File: src/hdl/shdf_pkg.sv
// Shared types and constants of the sync-header frame deframer.
// Used by the channel interfaces, the sync compare unit and the top level.
package shdf_pkg;

  localparam int unsigned HDR_BYTES = 9;
  // Header bytes held in registers; the final header byte is taken straight off the input.
  localparam int unsigned STORE_DEPTH = HDR_BYTES - 1;

  localparam logic [7:0] SYNC0 = 8'h42;
  localparam logic [7:0] SYNC1 = 8'h43;
  localparam logic [7:0] SYNC2 = 8'h32;

  localparam logic [7:0]  RST_VERSION = 8'd1;
  localparam logic [15:0] RST_MAX_LEN = 16'd512;

  typedef logic [7:0]  byte_t;
  typedef logic [3:0]  fill_t;
  typedef logic [15:0] len_t;

  typedef enum logic [1:0] {
    REG_CMD     = 2'd0,
    REG_SEQ     = 2'd1,
    REG_MAX_LEN = 2'd2,
    REG_VERSION = 2'd3
  } cfg_idx_t;

  typedef enum logic [4:0] {
    S_HUNT    = 5'b00001,
    S_HEADER  = 5'b00010,
    S_DELIVER = 5'b00100,
    S_SKIP    = 5'b01000,
    S_RESCAN  = 5'b10000
  } state_t;

  // Result of the sync compare unit on the front of a buffer view.
  typedef struct packed {
    logic sync_hit;    // three valid bytes that form the full sync word
    logic prefix_hit;  // fewer than three valid bytes that could still start it
  } sync_chk_t;

endpackage

File: src/hdl/shdf_rx_if.sv
// Input channel of the deframer: one received byte per transaction.
// Depends on shdf_pkg for the byte type.
interface shdf_rx_if;
  logic               valid;
  logic               ready;
  shdf_pkg::byte_t    rx_byte;

  modport source (output valid, output rx_byte, input ready);
  modport sink   (input valid, input rx_byte, output ready);
endinterface

File: src/hdl/shdf_res_if.sv
// Result channel of the deframer: one payload byte or empty-frame marker per transaction.
// Depends on shdf_pkg for the byte type.
interface shdf_res_if;
  logic               valid;
  logic               ready;
  shdf_pkg::byte_t    payload_byte;
  logic               last;
  logic               empty_frame;

  modport source (output valid, output payload_byte, output last, output empty_frame,
                  input ready);
  modport sink   (input valid, input payload_byte, input last, input empty_frame,
                  output ready);
endinterface

File: src/hdl/sync_header_frame_deframer_core.sv
// Top level of the sync-header frame deframer: parse sequencer, header buffer, result register.
// Depends on shdf_pkg, shdf_rx_if, shdf_res_if and shdf_sync_cmp.
//
//   Channel   Direction  Payload                               Transaction when
//   in_ch     sink       rx_byte[7:0]                          valid && ready
//   out_ch    source     payload_byte[7:0], last, empty_frame  valid && ready
//   cfg_*     sink       cfg_index[1:0], cfg_wdata[15:0]       cfg_we
//
// in_ch accepts received bytes while hunting, collecting a header, delivering or
// skipping payload. A header rejected for version or length starts the rescan sequencer,
// which walks the eight remaining header bytes through the one sync compare unit, one
// byte position per cycle, with in_ch.ready low throughout.
// in_ch.ready is also low while a finished result waits in the output register and
// out_ch.ready is low. rst_n is synchronous and active low; it clears the parser and
// loads the register reset values. There is no clearing pass.
module sync_header_frame_deframer_core (
  input  logic                clk,
  input  logic                rst_n,
  shdf_rx_if.sink             in_ch,
  shdf_res_if.source          out_ch,
  input  logic                cfg_we,
  input  logic [1:0]          cfg_index,
  input  logic [15:0]         cfg_wdata
);
  import shdf_pkg::*;

  // Configuration registers.
  byte_t exp_cmd_r;
  len_t  exp_seq_r;
  len_t  max_len_r;
  byte_t version_r;

  // Parser state.
  state_t state_r, state_nxt;
  fill_t  fill_r, fill_nxt;
  len_t   rem_r, rem_nxt;
  byte_t  store_r   [STORE_DEPTH];
  byte_t  store_nxt [STORE_DEPTH];

  // Output register.
  logic  out_valid_r, out_valid_nxt;
  byte_t out_byte_r, out_byte_nxt;
  logic  out_last_r, out_last_nxt;
  logic  out_empty_r, out_empty_nxt;

  // Sync compare unit inputs and result.
  byte_t     cmp_b0, cmp_b1, cmp_b2;
  fill_t     cmp_fill;
  sync_chk_t chk;

  logic  accept;
  logic  out_free;
  byte_t rx;
  len_t  hdr_len, hdr_seq;
  logic  hdr_ok, hdr_match;

  assign out_free    = !out_valid_r || out_ch.ready;
  assign in_ch.ready = (state_r != S_RESCAN) && out_free;
  assign accept      = in_ch.valid && in_ch.ready;
  assign rx          = in_ch.rx_byte;

  assign out_ch.valid        = out_valid_r;
  assign out_ch.payload_byte = out_byte_r;
  assign out_ch.last         = out_last_r;
  assign out_ch.empty_frame  = out_empty_r;

  // While hunting, the compare unit sees the buffered prefix with the new byte appended.
  // While rescanning, it sees the front of the buffer as it stands.
  always_comb begin
    if (state_r == S_HUNT) begin
      cmp_b0   = (fill_r == 4'd0) ? rx : store_r[0];
      cmp_b1   = (fill_r == 4'd1) ? rx : store_r[1];
      cmp_b2   = (fill_r == 4'd2) ? rx : store_r[2];
      cmp_fill = fill_r + 4'd1;
    end else begin
      cmp_b0   = store_r[0];
      cmp_b1   = store_r[1];
      cmp_b2   = store_r[2];
      cmp_fill = fill_r;
    end
  end

  shdf_sync_cmp u_sync_cmp (
    .b0   (cmp_b0),
    .b1   (cmp_b1),
    .b2   (cmp_b2),
    .fill (cmp_fill),
    .chk  (chk)
  );

  // Header fields when the final header byte arrives on the input.
  assign hdr_len   = {rx, store_r[7]};
  assign hdr_seq   = {store_r[6], store_r[5]};
  assign hdr_ok    = (store_r[3] == version_r) && (hdr_len <= max_len_r);
  assign hdr_match = (store_r[4] == exp_cmd_r) && (hdr_seq == exp_seq_r);

  always_comb begin
    state_nxt     = state_r;
    fill_nxt      = fill_r;
    rem_nxt       = rem_r;
    store_nxt     = store_r;
    out_valid_nxt = out_valid_r && !out_ch.ready;
    out_byte_nxt  = out_byte_r;
    out_last_nxt  = out_last_r;
    out_empty_nxt = out_empty_r;

    unique case (state_r)
      S_HUNT: begin
        if (accept) begin
          if (chk.sync_hit || chk.prefix_hit) begin
            store_nxt[fill_r[2:0]] = rx;
            fill_nxt               = fill_r + 4'd1;
            if (chk.sync_hit) begin
              state_nxt = S_HEADER;
            end
          end else if (rx == SYNC0) begin
            // The new byte alone can still open a sync word.
            store_nxt[0] = rx;
            fill_nxt     = 4'd1;
          end else begin
            fill_nxt = 4'd0;
          end
        end
      end
      S_HEADER: begin
        if (accept) begin
          if (fill_r != fill_t'(STORE_DEPTH)) begin
            store_nxt[fill_r[2:0]] = rx;
            fill_nxt               = fill_r + 4'd1;
          end else if (!hdr_ok) begin
            // Drop the first header byte and rescan the other eight for sync.
            for (int k = 0; k < STORE_DEPTH - 1; k++) begin
              store_nxt[k] = store_r[k + 1];
            end
            store_nxt[STORE_DEPTH - 1] = rx;
            fill_nxt  = fill_t'(STORE_DEPTH);
            state_nxt = S_RESCAN;
          end else begin
            fill_nxt = 4'd0;
            if (hdr_len == 16'd0) begin
              state_nxt = S_HUNT;
              if (hdr_match) begin
                out_valid_nxt = 1'b1;
                out_byte_nxt  = 8'd0;
                out_last_nxt  = 1'b1;
                out_empty_nxt = 1'b1;
              end
            end else begin
              rem_nxt   = hdr_len;
              state_nxt = hdr_match ? S_DELIVER : S_SKIP;
            end
          end
        end
      end
      S_DELIVER, S_SKIP: begin
        if (accept) begin
          rem_nxt = rem_r - 16'd1;
          if (rem_r == 16'd1) begin
            state_nxt = S_HUNT;
            fill_nxt  = 4'd0;
          end
          if (state_r == S_DELIVER) begin
            out_valid_nxt = 1'b1;
            out_byte_nxt  = rx;
            out_last_nxt  = (rem_r == 16'd1);
            out_empty_nxt = 1'b0;
          end
        end
      end
      S_RESCAN: begin
        // One byte position per cycle: stop on a full sync word or a sync prefix
        // at the tail, otherwise drop the front byte and look again.
        if (chk.sync_hit) begin
          state_nxt = S_HEADER;
        end else if (chk.prefix_hit) begin
          state_nxt = S_HUNT;
        end else begin
          for (int k = 0; k < STORE_DEPTH - 1; k++) begin
            store_nxt[k] = store_r[k + 1];
          end
          fill_nxt = fill_r - 4'd1;
        end
      end
      default: begin
        state_nxt = S_HUNT;
        fill_nxt  = 4'd0;
      end
    endcase
  end

  always_ff @(posedge clk) begin
    if (!rst_n) begin
      state_r     <= S_HUNT;
      fill_r      <= 4'd0;
      rem_r       <= 16'd0;
      out_valid_r <= 1'b0;
    end else begin
      state_r     <= state_nxt;
      fill_r      <= fill_nxt;
      rem_r       <= rem_nxt;
      out_valid_r <= out_valid_nxt;
    end
  end

  always_ff @(posedge clk) begin
    store_r     <= store_nxt;
    out_byte_r  <= out_byte_nxt;
    out_last_r  <= out_last_nxt;
    out_empty_r <= out_empty_nxt;
  end

  // Configuration writes land directly in the registers.
  always_ff @(posedge clk) begin
    if (!rst_n) begin
      exp_cmd_r <= 8'd0;
      exp_seq_r <= 16'd0;
      max_len_r <= RST_MAX_LEN;
      version_r <= RST_VERSION;
    end else if (cfg_we) begin
      unique case (cfg_idx_t'(cfg_index))
        REG_CMD:     exp_cmd_r <= cfg_wdata[7:0];
        REG_SEQ:     exp_seq_r <= cfg_wdata;
        REG_MAX_LEN: max_len_r <= cfg_wdata;
        REG_VERSION: version_r <= cfg_wdata[7:0];
        default:     exp_cmd_r <= exp_cmd_r;
      endcase
    end
  end

  // The rescan sequencer owns the buffer, so no byte may enter while it runs.
  a_rescan_blocks_input: assert property (@(posedge clk) disable iff (!rst_n)
    (state_r == S_RESCAN) |-> !in_ch.ready)
    else $error("input accepted during header rescan");

  // The buffer never holds more than the stored part of a header.
  a_fill_bound: assert property (@(posedge clk) disable iff (!rst_n)
    fill_r <= fill_t'(STORE_DEPTH))
    else $error("header fill beyond buffer depth");

  // While hunting, only a sync prefix of at most two bytes is kept.
  a_hunt_prefix: assert property (@(posedge clk) disable iff (!rst_n)
    (state_r == S_HUNT) |-> (fill_r <= 4'd2))
    else $error("hunting with more than a sync prefix buffered");

  // Payload modes always have bytes left to consume.
  a_rem_nonzero: assert property (@(posedge clk) disable iff (!rst_n)
    ((state_r == S_DELIVER) || (state_r == S_SKIP)) |-> (rem_r != 16'd0))
    else $error("payload mode with no bytes remaining");

  // An empty-frame marker is always the last transaction of its frame.
  a_empty_is_last: assert property (@(posedge clk) disable iff (!rst_n)
    (out_valid_r && out_empty_r) |-> (out_last_r && (out_byte_r == 8'd0)))
    else $error("empty-frame marker without last flag or with data");

endmodule

File: src/hdl/shdf_sync_cmp.sv
// Sync compare unit: checks the first three bytes of a buffer view against the sync word.
// Depends on shdf_pkg; shared by the hunting step and the rescan sequencer.
module shdf_sync_cmp (
  input  shdf_pkg::byte_t     b0,
  input  shdf_pkg::byte_t     b1,
  input  shdf_pkg::byte_t     b2,
  input  shdf_pkg::fill_t     fill,
  output shdf_pkg::sync_chk_t chk
);
  import shdf_pkg::*;

  logic m0, m1, m2;

  assign m0 = (b0 == SYNC0);
  assign m1 = (b1 == SYNC1);
  assign m2 = (b2 == SYNC2);

  always_comb begin
    chk.sync_hit   = (fill >= 4'd3) && m0 && m1 && m2;
    chk.prefix_hit = (fill == 4'd0) ||
                     ((fill == 4'd1) && m0) ||
                     ((fill == 4'd2) && m0 && m1);
  end

endmodule

File: src/flat_wrapper.sv
// flat-port wrapper written by rule: the top's interface ports become plain ports
module sync_header_frame_deframer_core_flat import shdf_pkg::*;
  (clk, rst_n, cfg_we, cfg_index, cfg_wdata, in_ch_valid, in_ch_rx_byte, in_ch_ready, out_ch_valid, out_ch_payload_byte, out_ch_last, out_ch_empty_frame, out_ch_ready);
  shdf_rx_if in_ch_i ();
  shdf_res_if out_ch_i ();
  input  logic clk;
  input  logic rst_n;
  input  logic cfg_we;
  input  logic [1:0] cfg_index;
  input  logic [15:0] cfg_wdata;
  input wire logic [$bits(in_ch_i.valid)-1:0] in_ch_valid;
  input wire logic [$bits(in_ch_i.rx_byte)-1:0] in_ch_rx_byte;
  output wire logic [$bits(in_ch_i.ready)-1:0] in_ch_ready;
  output wire logic [$bits(out_ch_i.valid)-1:0] out_ch_valid;
  output wire logic [$bits(out_ch_i.payload_byte)-1:0] out_ch_payload_byte;
  output wire logic [$bits(out_ch_i.last)-1:0] out_ch_last;
  output wire logic [$bits(out_ch_i.empty_frame)-1:0] out_ch_empty_frame;
  input wire logic [$bits(out_ch_i.ready)-1:0] out_ch_ready;
  assign in_ch_i.valid = in_ch_valid;
  assign in_ch_i.rx_byte = in_ch_rx_byte;
  assign in_ch_ready = in_ch_i.ready;
  assign out_ch_valid = out_ch_i.valid;
  assign out_ch_payload_byte = out_ch_i.payload_byte;
  assign out_ch_last = out_ch_i.last;
  assign out_ch_empty_frame = out_ch_i.empty_frame;
  assign out_ch_i.ready = out_ch_ready;
  sync_header_frame_deframer_core u_core (.clk(clk), .rst_n(rst_n), .in_ch(in_ch_i), .out_ch(out_ch_i), .cfg_we(cfg_we), .cfg_index(cfg_index), .cfg_wdata(cfg_wdata));
endmodule
File: config.mk
export PLATFORM = sky130hd
export DESIGN_NAME = sync_header_frame_deframer_core_flat
export DESIGN_NICKNAME = d
export VERILOG_FILES = /design/src/hdl/shdf_pkg.sv /design/src/hdl/shdf_rx_if.sv /design/src/hdl/shdf_res_if.sv /design/src/hdl/sync_header_frame_deframer_core.sv /design/src/hdl/shdf_sync_cmp.sv /design/src/flat_wrapper.sv
export SDC_FILE = /design/constraint.sdc
export NUM_CORES = 1
export LEC_CHECK = 0
export BUFFER_PORTS_ARGS = -buffer_cell sky130_fd_sc_hd__buf_2
export CORE_AREA = 3 3 119 121
export DETAILED_ROUTE_END_ITERATION = 10
export DIE_AREA = 0 0 122 124
export PLACE_DENSITY_LB_ADDON = 0.05
export SLEW_MARGIN = 20
export SYNTH_ARGS = -nofsm -noshare
export SYNTH_HDL_FRONTEND = slang
export SYNTH_SLANG_ARGS = --single-unit
File: constraint.sdc
create_clock -name clk -period 21 [get_ports clk]
set_clock_uncertainty 0.05 [all_clocks]
set_input_delay 2.1 -clock clk [delete_from_list [all_inputs] [get_ports clk]]
set_output_delay 2.1 -clock clk [all_outputs]
set_load 0.02 [all_outputs]
==> metrics.csv, run 1 <==
stage,metric,value,unit
synthesis,cell area after technology mapping,8550,µm²
detailed_routing,Routed WL,24.2,mm
detailed_routing,detailed-route via count,7570,
worst_setup_path,critical path class,in2reg,
worst_setup_path,largest stage delay on the critical path,0.66,ns
clocking,clock root buffer,sky130_fd_sc_hd__clkbuf_16,
pwr,register share of total power,44.7,%
worst_hold_path,class of the tightest hold or removal check,reg2reg,
worst_setup_path,capture instance of the worst register-to-register path,u_core.hdr_seq[1],
timing,setup repair after global routing missed its margin,no,
global_route,first-pass GRT wire length,38.1,mm
synthesis,top flip-flop cell by instance count after synthesis,sky130_fd_sc_hd__edfxtp_1,
worst_setup_path,maximum fanout along the worst path,14,
timing,count of final hold-check violations,0,
clocking,# H-tree levels,4,
cells_and_area,NumNets Final,1020,
synthesis,fraction of synthesized area in multiplexers,10.5,%
detailed_routing,first-iteration detailed-routing DRC count,929,
clocking,post-cts repair resize count,0,
clocking,Bufs on Longest Clock Path,2,
synthesis,fraction of registers with async set or reset after synthesis,0,%
clocking,clock sink total,148,
synthesis,share of the synthesized netlist area taken by xor and xnor gates,3.38,%
status,result of the run,finished clean,
timing,transition time at the pin with the least slew margin,1.12,ns
worst_setup_path,Register-to-Register Path Depth,10,
clocking,clock-pin slew on the worst setup and hold paths,0.06,ns
cells_and_area,"top library cells by usage in the layout, fill and taps aside","sky130_fd_sc_hd__nand2_1, sky130_fd_sc_hd__mux2i_1, sky130_fd_sc_hd__dfxtp_1, sky130_fd_sc_hd__edfxtp_1, sky130_fd_sc_hd__a21oi_1",
pwr,Worst VDD drop,0.0767,mV
timing,Final Cycle Share,25.8,%
pwr,Logic pwr share,30.6,%
synthesis,main area contributors after synthesis,"sky130_fd_sc_hd__edfxtp_1, sky130_fd_sc_hd__dfxtp_1, sky130_fd_sc_hd__mux2i_1, sky130_fd_sc_hd__nand2_1, sky130_fd_sc_hd__a21oi_1",
floorplan,Die Area,15100,µm²
worst_setup_path,startpoint of the worst register-to-register path,u_core.fill_r[0],
cells_and_area,Layout Cell Area excl Fill,9430,µm²
placement,count of port buffers added during placement,42,
synthesis,flip-flop and latch count after synthesis,148,
clocking,Skew-Pair Late Insertion Delay,0.42,ns
worst_setup_path,WP data required,21.08,ns
global_route,overflow left after global routing,0,
clocking,clock tree from TritonCTS,built,
job,Max Cap Violations,0,
timing,f_max,184,MHz
cells_and_area,number of antenna repair diodes,0,
global_route,vias in the first global route,7113,
clocking,post-CTS setup buffers,0,
placement,Placer Congestion,0.926,
synthesis,area share of the largest cell type after synthesis,26.0,%
cells_and_area,Sequential cell area,3700,µm²
timing,Final min period,5.42,ns
clocking,post-cts hold buffer count,0,
timing,number of pins exceeding their max-slew limit in the final report,0,
synthesis,number of synthesized flops with an enable pin,74,
timing,Final setup viols,0,
worst_setup_path,critical-path cell with the highest stage delay,sky130_fd_sc_hd__a221oi_1,
floorplan,number of placed I/O pins,43,
floorplan,height of the die,124,µm
detailed_routing,iteration count of the initial detailed-routing pass,6,
cells_and_area,Filler Cells Inserted,1026,
pwr,proportion of total power due to net switching,37.1,%
cells_and_area,share of cells above drive strength 1,11.4,%
worst_hold_path,Hold Crit Depth,2,
global_route,largest net degree at the start of global routing,105,
synthesis,number of distinct library cell variants in the gate-level netlist after synthesis,65,
cells_and_area,"most common cell after layout, fill and taps aside",sky130_fd_sc_hd__nand2_1,
clocking,TritonCTS Buffers,17,
floorplan,area of the core,13200,µm²
synthesis,cell count after synthesis,955,
timing,worst slack on hold paths,0.407,ns
synthesis,Mean Syn Cell Area,8.96,µm²
detailed_routing,detail-routed net length per standard cell,20.9,µm
pwr,Int Power,744,µW
detailed_routing,detailed-route vias per instance,6.55,
global_route,Overall Global Routing Usage,32.9,%
floorplan,die outline width,122,µm
detailed_routing,detailed-route DRC error count,0,
detailed_routing,Antenna Nets Post-Route,0,
worst_setup_path,chain of cells forming the critical path,buf_2 -> or4_4 -> or4_4 -> nor4b_2 -> a21oi_1 -> nor2b_1 -> nor2_1 -> a221oi_1 -> buf_2,
cells_and_area,area of combinational cells with multiple inputs,4550,µm²
synthesis,number of synthesis warnings,0,
synthesis,"post-synthesis share of cell area spent on full adders, half adders and majority gates",3.22,%
worst_hold_path,worst-case hold path end point,u_core.max_len_r[10],
pwr,total power after layout,1.18,mW
floorplan,Initial Util,64.9,%
pwr,clock group share of total power,24.7,%
worst_setup_path,Critical Path Start Type,input port,
placement,dpl cell area,8860,µm²
worst_setup_path,setup slack of the worst register-to-register path,16.30,ns
placement,detailed placer's ending HPWL,16.7,mm
floorplan,row count,42,
timing,Worst slew margin,25.2,%
synthesis,largest family of logic cells by synthesized area,simple AND/OR/NAND/NOR gates,
synthesis,compound-cell area share of the yosys netlist,16.5,%
pwr,net switching power,438,µW
pwr,power density normalized to cell area,125,nW/µm²
worst_setup_path,arrival time reported for the critical path endpoint,5.50,ns
synthesis,area share of and/or/nand/nor cells after synthesis,19.4,%
worst_setup_path,kind of end point of the critical path,flop,
synthesis,biggest area consumer among synthesized cells,sky130_fd_sc_hd__edfxtp_1,
synthesis,net count after synthesis,1008,
timing,Total Neg Setup Slack,0,ns
pwr,leakage power,3.39,nW
synthesis,sequential-to-total area share from yosys stat,43.3,%
cells_and_area,signed area change from the synthesized netlist to the final layout,10.2,%
global_route,number of antenna violations at the first check in global routing,0,
worst_hold_path,launch point of the worst hold path,u_core.max_len_r[10],
cells by family after synthesis:
| logic type | count (synthesis) |
|---|---|
| compound gates | 226 |
| xor+xnor | 33 |
| fa+ha+maj | 22 |
| buf+inv | 86 |
| flops | 148 |
| mux | 88 |
| simple gates | 352 |
Yosys cell counts, drive strengths merged (5+ instances only):
library cell	count
a211oi	12
a21o	8
a21oi	69
a31oi	12
and2	10
and3	5
buf	5
clkbuf	53
dfxtp	74
edfxtp	74
ha	22
inv	26
mux2	11
mux2i	77
nand2	178
nand3	26
nand4	17
nor2	40
nor2b	5
nor3	28
nor4	12
o211ai	10
o21ai	68
o221a	5
o221ai	8
o22ai	7
or2	5
or4	5
xnor2	17
xor2	16
final cells by class:
cell class                      count  share of cell area [%]
Inverter                           28                    1.11
Tap cell                          176                    2.34
Timing Repair Buffer               51                    2.92
Sequential cell                   148                    39.3
Clock inverter                      6                   0.398
Multi-Input combinational cell    721                    48.3
Clock buffer                       26                    5.65
through the flow:
stage | util (%) | setup WS, ns | instances
global route | 71.5 | 15.44 | 1156
global placement | 67.1 | 15.11 | 1123
detailed placement | 67.2 | 15.22 | 1124
floorplan | - | 12.95 | 955
CTS | 71.5 | 15.65 | 1156
finish | 71.5 | 15.58 | 1156
layer usage:
| layer | share of wire, % | GRT usage (%) |
|---|---|---|
| met1 | 41 | 43.1 |
| met2 | 48 | 53.6 |
| met3 | 7.4 | 6.45 |
| met5 | 0 | 0 |
| met4 | 3.3 | 13.8 |
critical path: cells and delay by family:
kind	cells	cell delay, ns
AND/OR/NAND/NOR	5	2.04
AO/OA/AOI/OAI	2	0.84
buffers and inverters	2	0.51
power by group through the flow:
| stage | registers (mW) | logic, mW | clock network (mW) |
|---|---|---|---|
| 6_report | 0.528 | 0.362 | 0.292 |
| 5_1_grt | 0.536 | 0.399 | 0.305 |
| 4_1_cts | 0.524 | 0.355 | 0.293 |
| 3_5_place_dp | 0.529 | 0.351 | 0 |
| 3_3_place_gp | 0.526 | 0.336 | 0 |
| 2_1_floorplan | 0.491 | 0.274 | 0 |
how the worst max path moves through the flow:
stage                     start                 end  slack (ns)  depth (start not counted)
2_1_floorplan  in_ch_rx_byte[2]   u_core.hdr_seq[0]       12.95                          8
3_3_place_gp   in_ch_rx_byte[2]  u_core.store_r[56]       15.11                          8
3_5_place_dp   in_ch_rx_byte[2]  u_core.store_r[56]       15.22                          9
4_1_cts        in_ch_rx_byte[2]  u_core.store_r[58]       15.65                          9
5_1_grt        in_ch_rx_byte[2]  u_core.store_r[58]       15.44                          9
6_report       in_ch_rx_byte[2]  u_core.store_r[58]       15.58                          9
registers in the layout, indices dropped and copies added, names as in the netlist:
register and cells:
u_core.store_r 40, u_core.exp_seq_r 16, u_core.hdr_seq 16, u_core.max_len_r 16
u_core.rem_r 16, u_core.exp_cmd_r 8, u_core.hdr_len 8, u_core.out_ch.payload_byte 8
u_core.version_r 8, u_core.state_r 5, u_core.fill_r 4, u_core.out_ch.empty_frame 1
u_core.out_ch.last 1, u_core.out_ch.valid 1
Note: power is estimated with default switching activity, not from simulation.
==> run 2: changes to the inputs <==
Settings changed: CORE_AREA 3 3 119 121 to 3 3 122 124, DIE_AREA 0 0 122 124 to 0 0 125 127.
Clock period 21 ns to 5.6 ns, I/O delays scaled along.
==> metrics.csv, run 2 (synthesized netlist as in run 1, its figures left out) <==
stage,metric,value,unit,change
floorplan,die outline width,125,µm,was 122 µm
clocking,clock tree from TritonCTS,built,,unchanged
floorplan,row count,43,,was 42
pwr,power density normalized to cell area,474,nW/µm²,was 125 nW/µm²
placement,Place WS,1.33,ns,was 15.22 ns
timing,Final setup viols,0,,unchanged
placement,Placer Congestion,0.919,,was 0.926
timing,setup repair after global routing missed its margin,no,,unchanged
global_route,vias in the first global route,7512,,"was 7,113"
cells_and_area,"most common cell after layout, fill and taps aside",sky130_fd_sc_hd__nand2_1,,unchanged
clocking,post-CTS setup buffers,0,,unchanged
global_route,number of antenna violations at the first check in global routing,0,,unchanged
detailed_routing,detailed-route DRC error count,0,,unchanged
worst_setup_path,kind of end point of the critical path,flop,,unchanged
placement,count of port buffers added during placement,42,,unchanged
cells_and_area,area of combinational cells with multiple inputs,4560,µm²,was 4550 µm²
floorplan,height of the die,127,µm,was 124 µm
clocking,Skew-Pair Late Insertion Delay,0.43,ns,was 0.42 ns
pwr,Worst VDD drop,0.382,mV,was 0.0767 mV
global_route,Overall Global Routing Usage,31.0,%,was 32.9%
timing,Final min period,4.37,ns,
pwr,leakage power,3.39,nW,about the same
worst_setup_path,maximum fanout along the worst path,48,,was 14
clocking,Bufs on Longest Clock Path,2,,unchanged
worst_hold_path,class of the tightest hold or removal check,in2reg,,was reg2reg
detailed_routing,iteration count of the initial detailed-routing pass,6,,unchanged
cells_and_area,most flop-heavy register,u_core.store_r,,unchanged
floorplan,number of placed I/O pins,43,,unchanged
clocking,post-cts repair resize count,0,,unchanged
timing,Worst slew margin,26.8,%,was 25.2%
clocking,clock-pin slew on the worst setup and hold paths,0.07,ns,was 0.06 ns
cells_and_area,"top library cells by usage in the layout, fill and taps aside","sky130_fd_sc_hd__nand2_1, sky130_fd_sc_hd__mux2i_1, sky130_fd_sc_hd__dfxtp_1, sky130_fd_sc_hd__edfxtp_1, sky130_fd_sc_hd__a21oi_1",,unchanged
clocking,# H-tree levels,4,,unchanged
detailed_routing,Routed WL,24.6,mm,was 24.2 mm
pwr,total power after layout,4.48,mW,was 1.18 mW
timing,Total Neg Setup Slack,0,ns,unchanged
timing,worst slack on hold paths,0.336,ns,was 0.407 ns
status,result of the run,finished clean,,unchanged
detailed_routing,first-iteration detailed-routing DRC count,1147,,was 929
timing,Final Cycle Share,78.0,%,
clocking,clock root buffer,sky130_fd_sc_hd__clkbuf_16,,unchanged
global_route,largest net degree at the start of global routing,105,,unchanged
clocking,post-cts hold buffer count,0,,unchanged
cells_and_area,NumNets Final,1022,,"was 1,020"
detailed_routing,detailed-route via count,7535,,"was 7,570"
clocking,TritonCTS Buffers,17,,unchanged
floorplan,area of the core,13900,µm²,"was 13,200 µm²"
worst_setup_path,critical path class,reg2reg,,was in2reg
global_route,first-pass GRT wire length,39.2,mm,was 38.1 mm
placement,detailed placer's ending HPWL,16.9,mm,was 16.7 mm
timing,f_max,229,MHz,
floorplan,Die Area,15900,µm²,"was 15,100 µm²"
floorplan,Initial Util,61.6,%,was 64.9%
cells_and_area,number of antenna repair diodes,0,,unchanged
global_route,overflow left after global routing,0,,unchanged
timing,Final WS setup,1.23,ns,was 15.58 ns
detailed_routing,Antenna Nets Post-Route,0,,unchanged
clocking,clock sink total,148,,unchanged
worst_setup_path,Critical Path Start Type,flop,,was input port
worst_setup_path,WP data required,5.62,ns,was 21.08 ns
job,Max Cap Violations,0,,unchanged
cells_and_area,Sequential cell area,3700,µm²,unchanged
timing,count of final hold-check violations,0,,unchanged
cells_and_area,share of cells above drive strength 1,12.0,%,was 11.4%
detailed_routing,detail-routed net length per standard cell,21.2,µm,was 20.9 µm
timing,transition time at the pin with the least slew margin,1.09,ns,was 1.12 ns
cells_and_area,signed area change from the synthesized netlist to the final layout,10.6,%,was 10.2%
detailed_routing,detailed-route vias per instance,6.48,,was 6.55
timing,number of pins exceeding their max-slew limit in the final report,0,,unchanged
worst_setup_path,arrival time reported for the critical path endpoint,4.39,ns,was 5.50 ns
cells_and_area,Filler Cells Inserted,1136,,"was 1,026"
cells_and_area,max reg flops,40,,unchanged
## run 2: cell types whose count changed in the layout (fill, tap and decap cells not counted), moves of 3 or more
cell	previous run	this run
sky130_fd_sc_hd__buf_4	8	11
sky130_fd_sc_hd__clkbuf_1	3	0
sky130_fd_sc_hd__clkbuf_8	3	0
sky130_fd_sc_hd__inv_4	3	0
sky130_fd_sc_hd__inv_6	0	8
sky130_fd_sc_hd__inv_8	0	3
## run 2: worst paths after layout
| kind | start | to | slack [ns] | depth (start not counted) |
|---|---|---|---|---|
| setup / recovery | u_core.fill_r[0] | u_core.store_r[45] | 1.23 | 10 |
| hold / removal | cfg_wdata[12] | u_core.exp_seq_r[12] | 0.34 | 3 |
| setup reg to reg | u_core.fill_r[0] | u_core.store_r[45] | 1.23 | 10 |
| hold reg to reg | u_core.max_len_r[6] | u_core.max_len_r[6] | 0.41 | 2 |
## run 2: stage by stage
stage | utilization, % | cells | area (µm²)
global route | 68.2 | 1162 | 9470
detailed placement | 64.0 | 1130 | 8880
CTS | 68.2 | 1162 | 9470
finish | 68.2 | 1162 | 9470
floorplan | - | 955 | 8560
global placement | 64.0 | 1130 | 8880
## run 2: area by class of cell
type | count | share of cell area (%)
Multi-Input combinational cell | 721 | 48.2
Sequential cell | 148 | 39.1
Clock buffer | 17 | 4.49
Timing Repair Buffer | 53 | 3.09
Tap cell | 180 | 2.38
Clock inverter | 15 | 1.64
Inverter | 28 | 1.11
## run 2: power by group
| group | internal [mW] | switching, mW |
|---|---|---|
| clock | 0.631 | 0.516 |
| combinational | 0.534 | 0.823 |
| sequential | 1.61 | 0.368 |
## run 2: worst max-delay path, stage by stage, from the launching register on
cell and delay [ns]:
sky130_fd_sc_hd__dfxtp_1 0.68, sky130_fd_sc_hd__clkinv_1 0.42, sky130_fd_sc_hd__ha_1 0.43, sky130_fd_sc_hd__and4_1 0.26, sky130_fd_sc_hd__mux2_4 0.23, sky130_fd_sc_hd__o211ai_2 0.11
sky130_fd_sc_hd__a31oi_1 0.53, sky130_fd_sc_hd__a21o_1 0.27, sky130_fd_sc_hd__nand2_1 0.18, sky130_fd_sc_hd__a211oi_4 0.27, sky130_fd_sc_hd__buf_4 0.53
## run 2: metal layers
layer	share of wire, %	wire [µm]	global-route usage (%)	vias to the layer above
met1	41	10100	39.4	3616
met3	7.0	1710	7.02	68
met2	49	12000	51.1	339
met5	0	0	0	-
li1	-	-	-	3512
met4	3.0	749	14.0	0
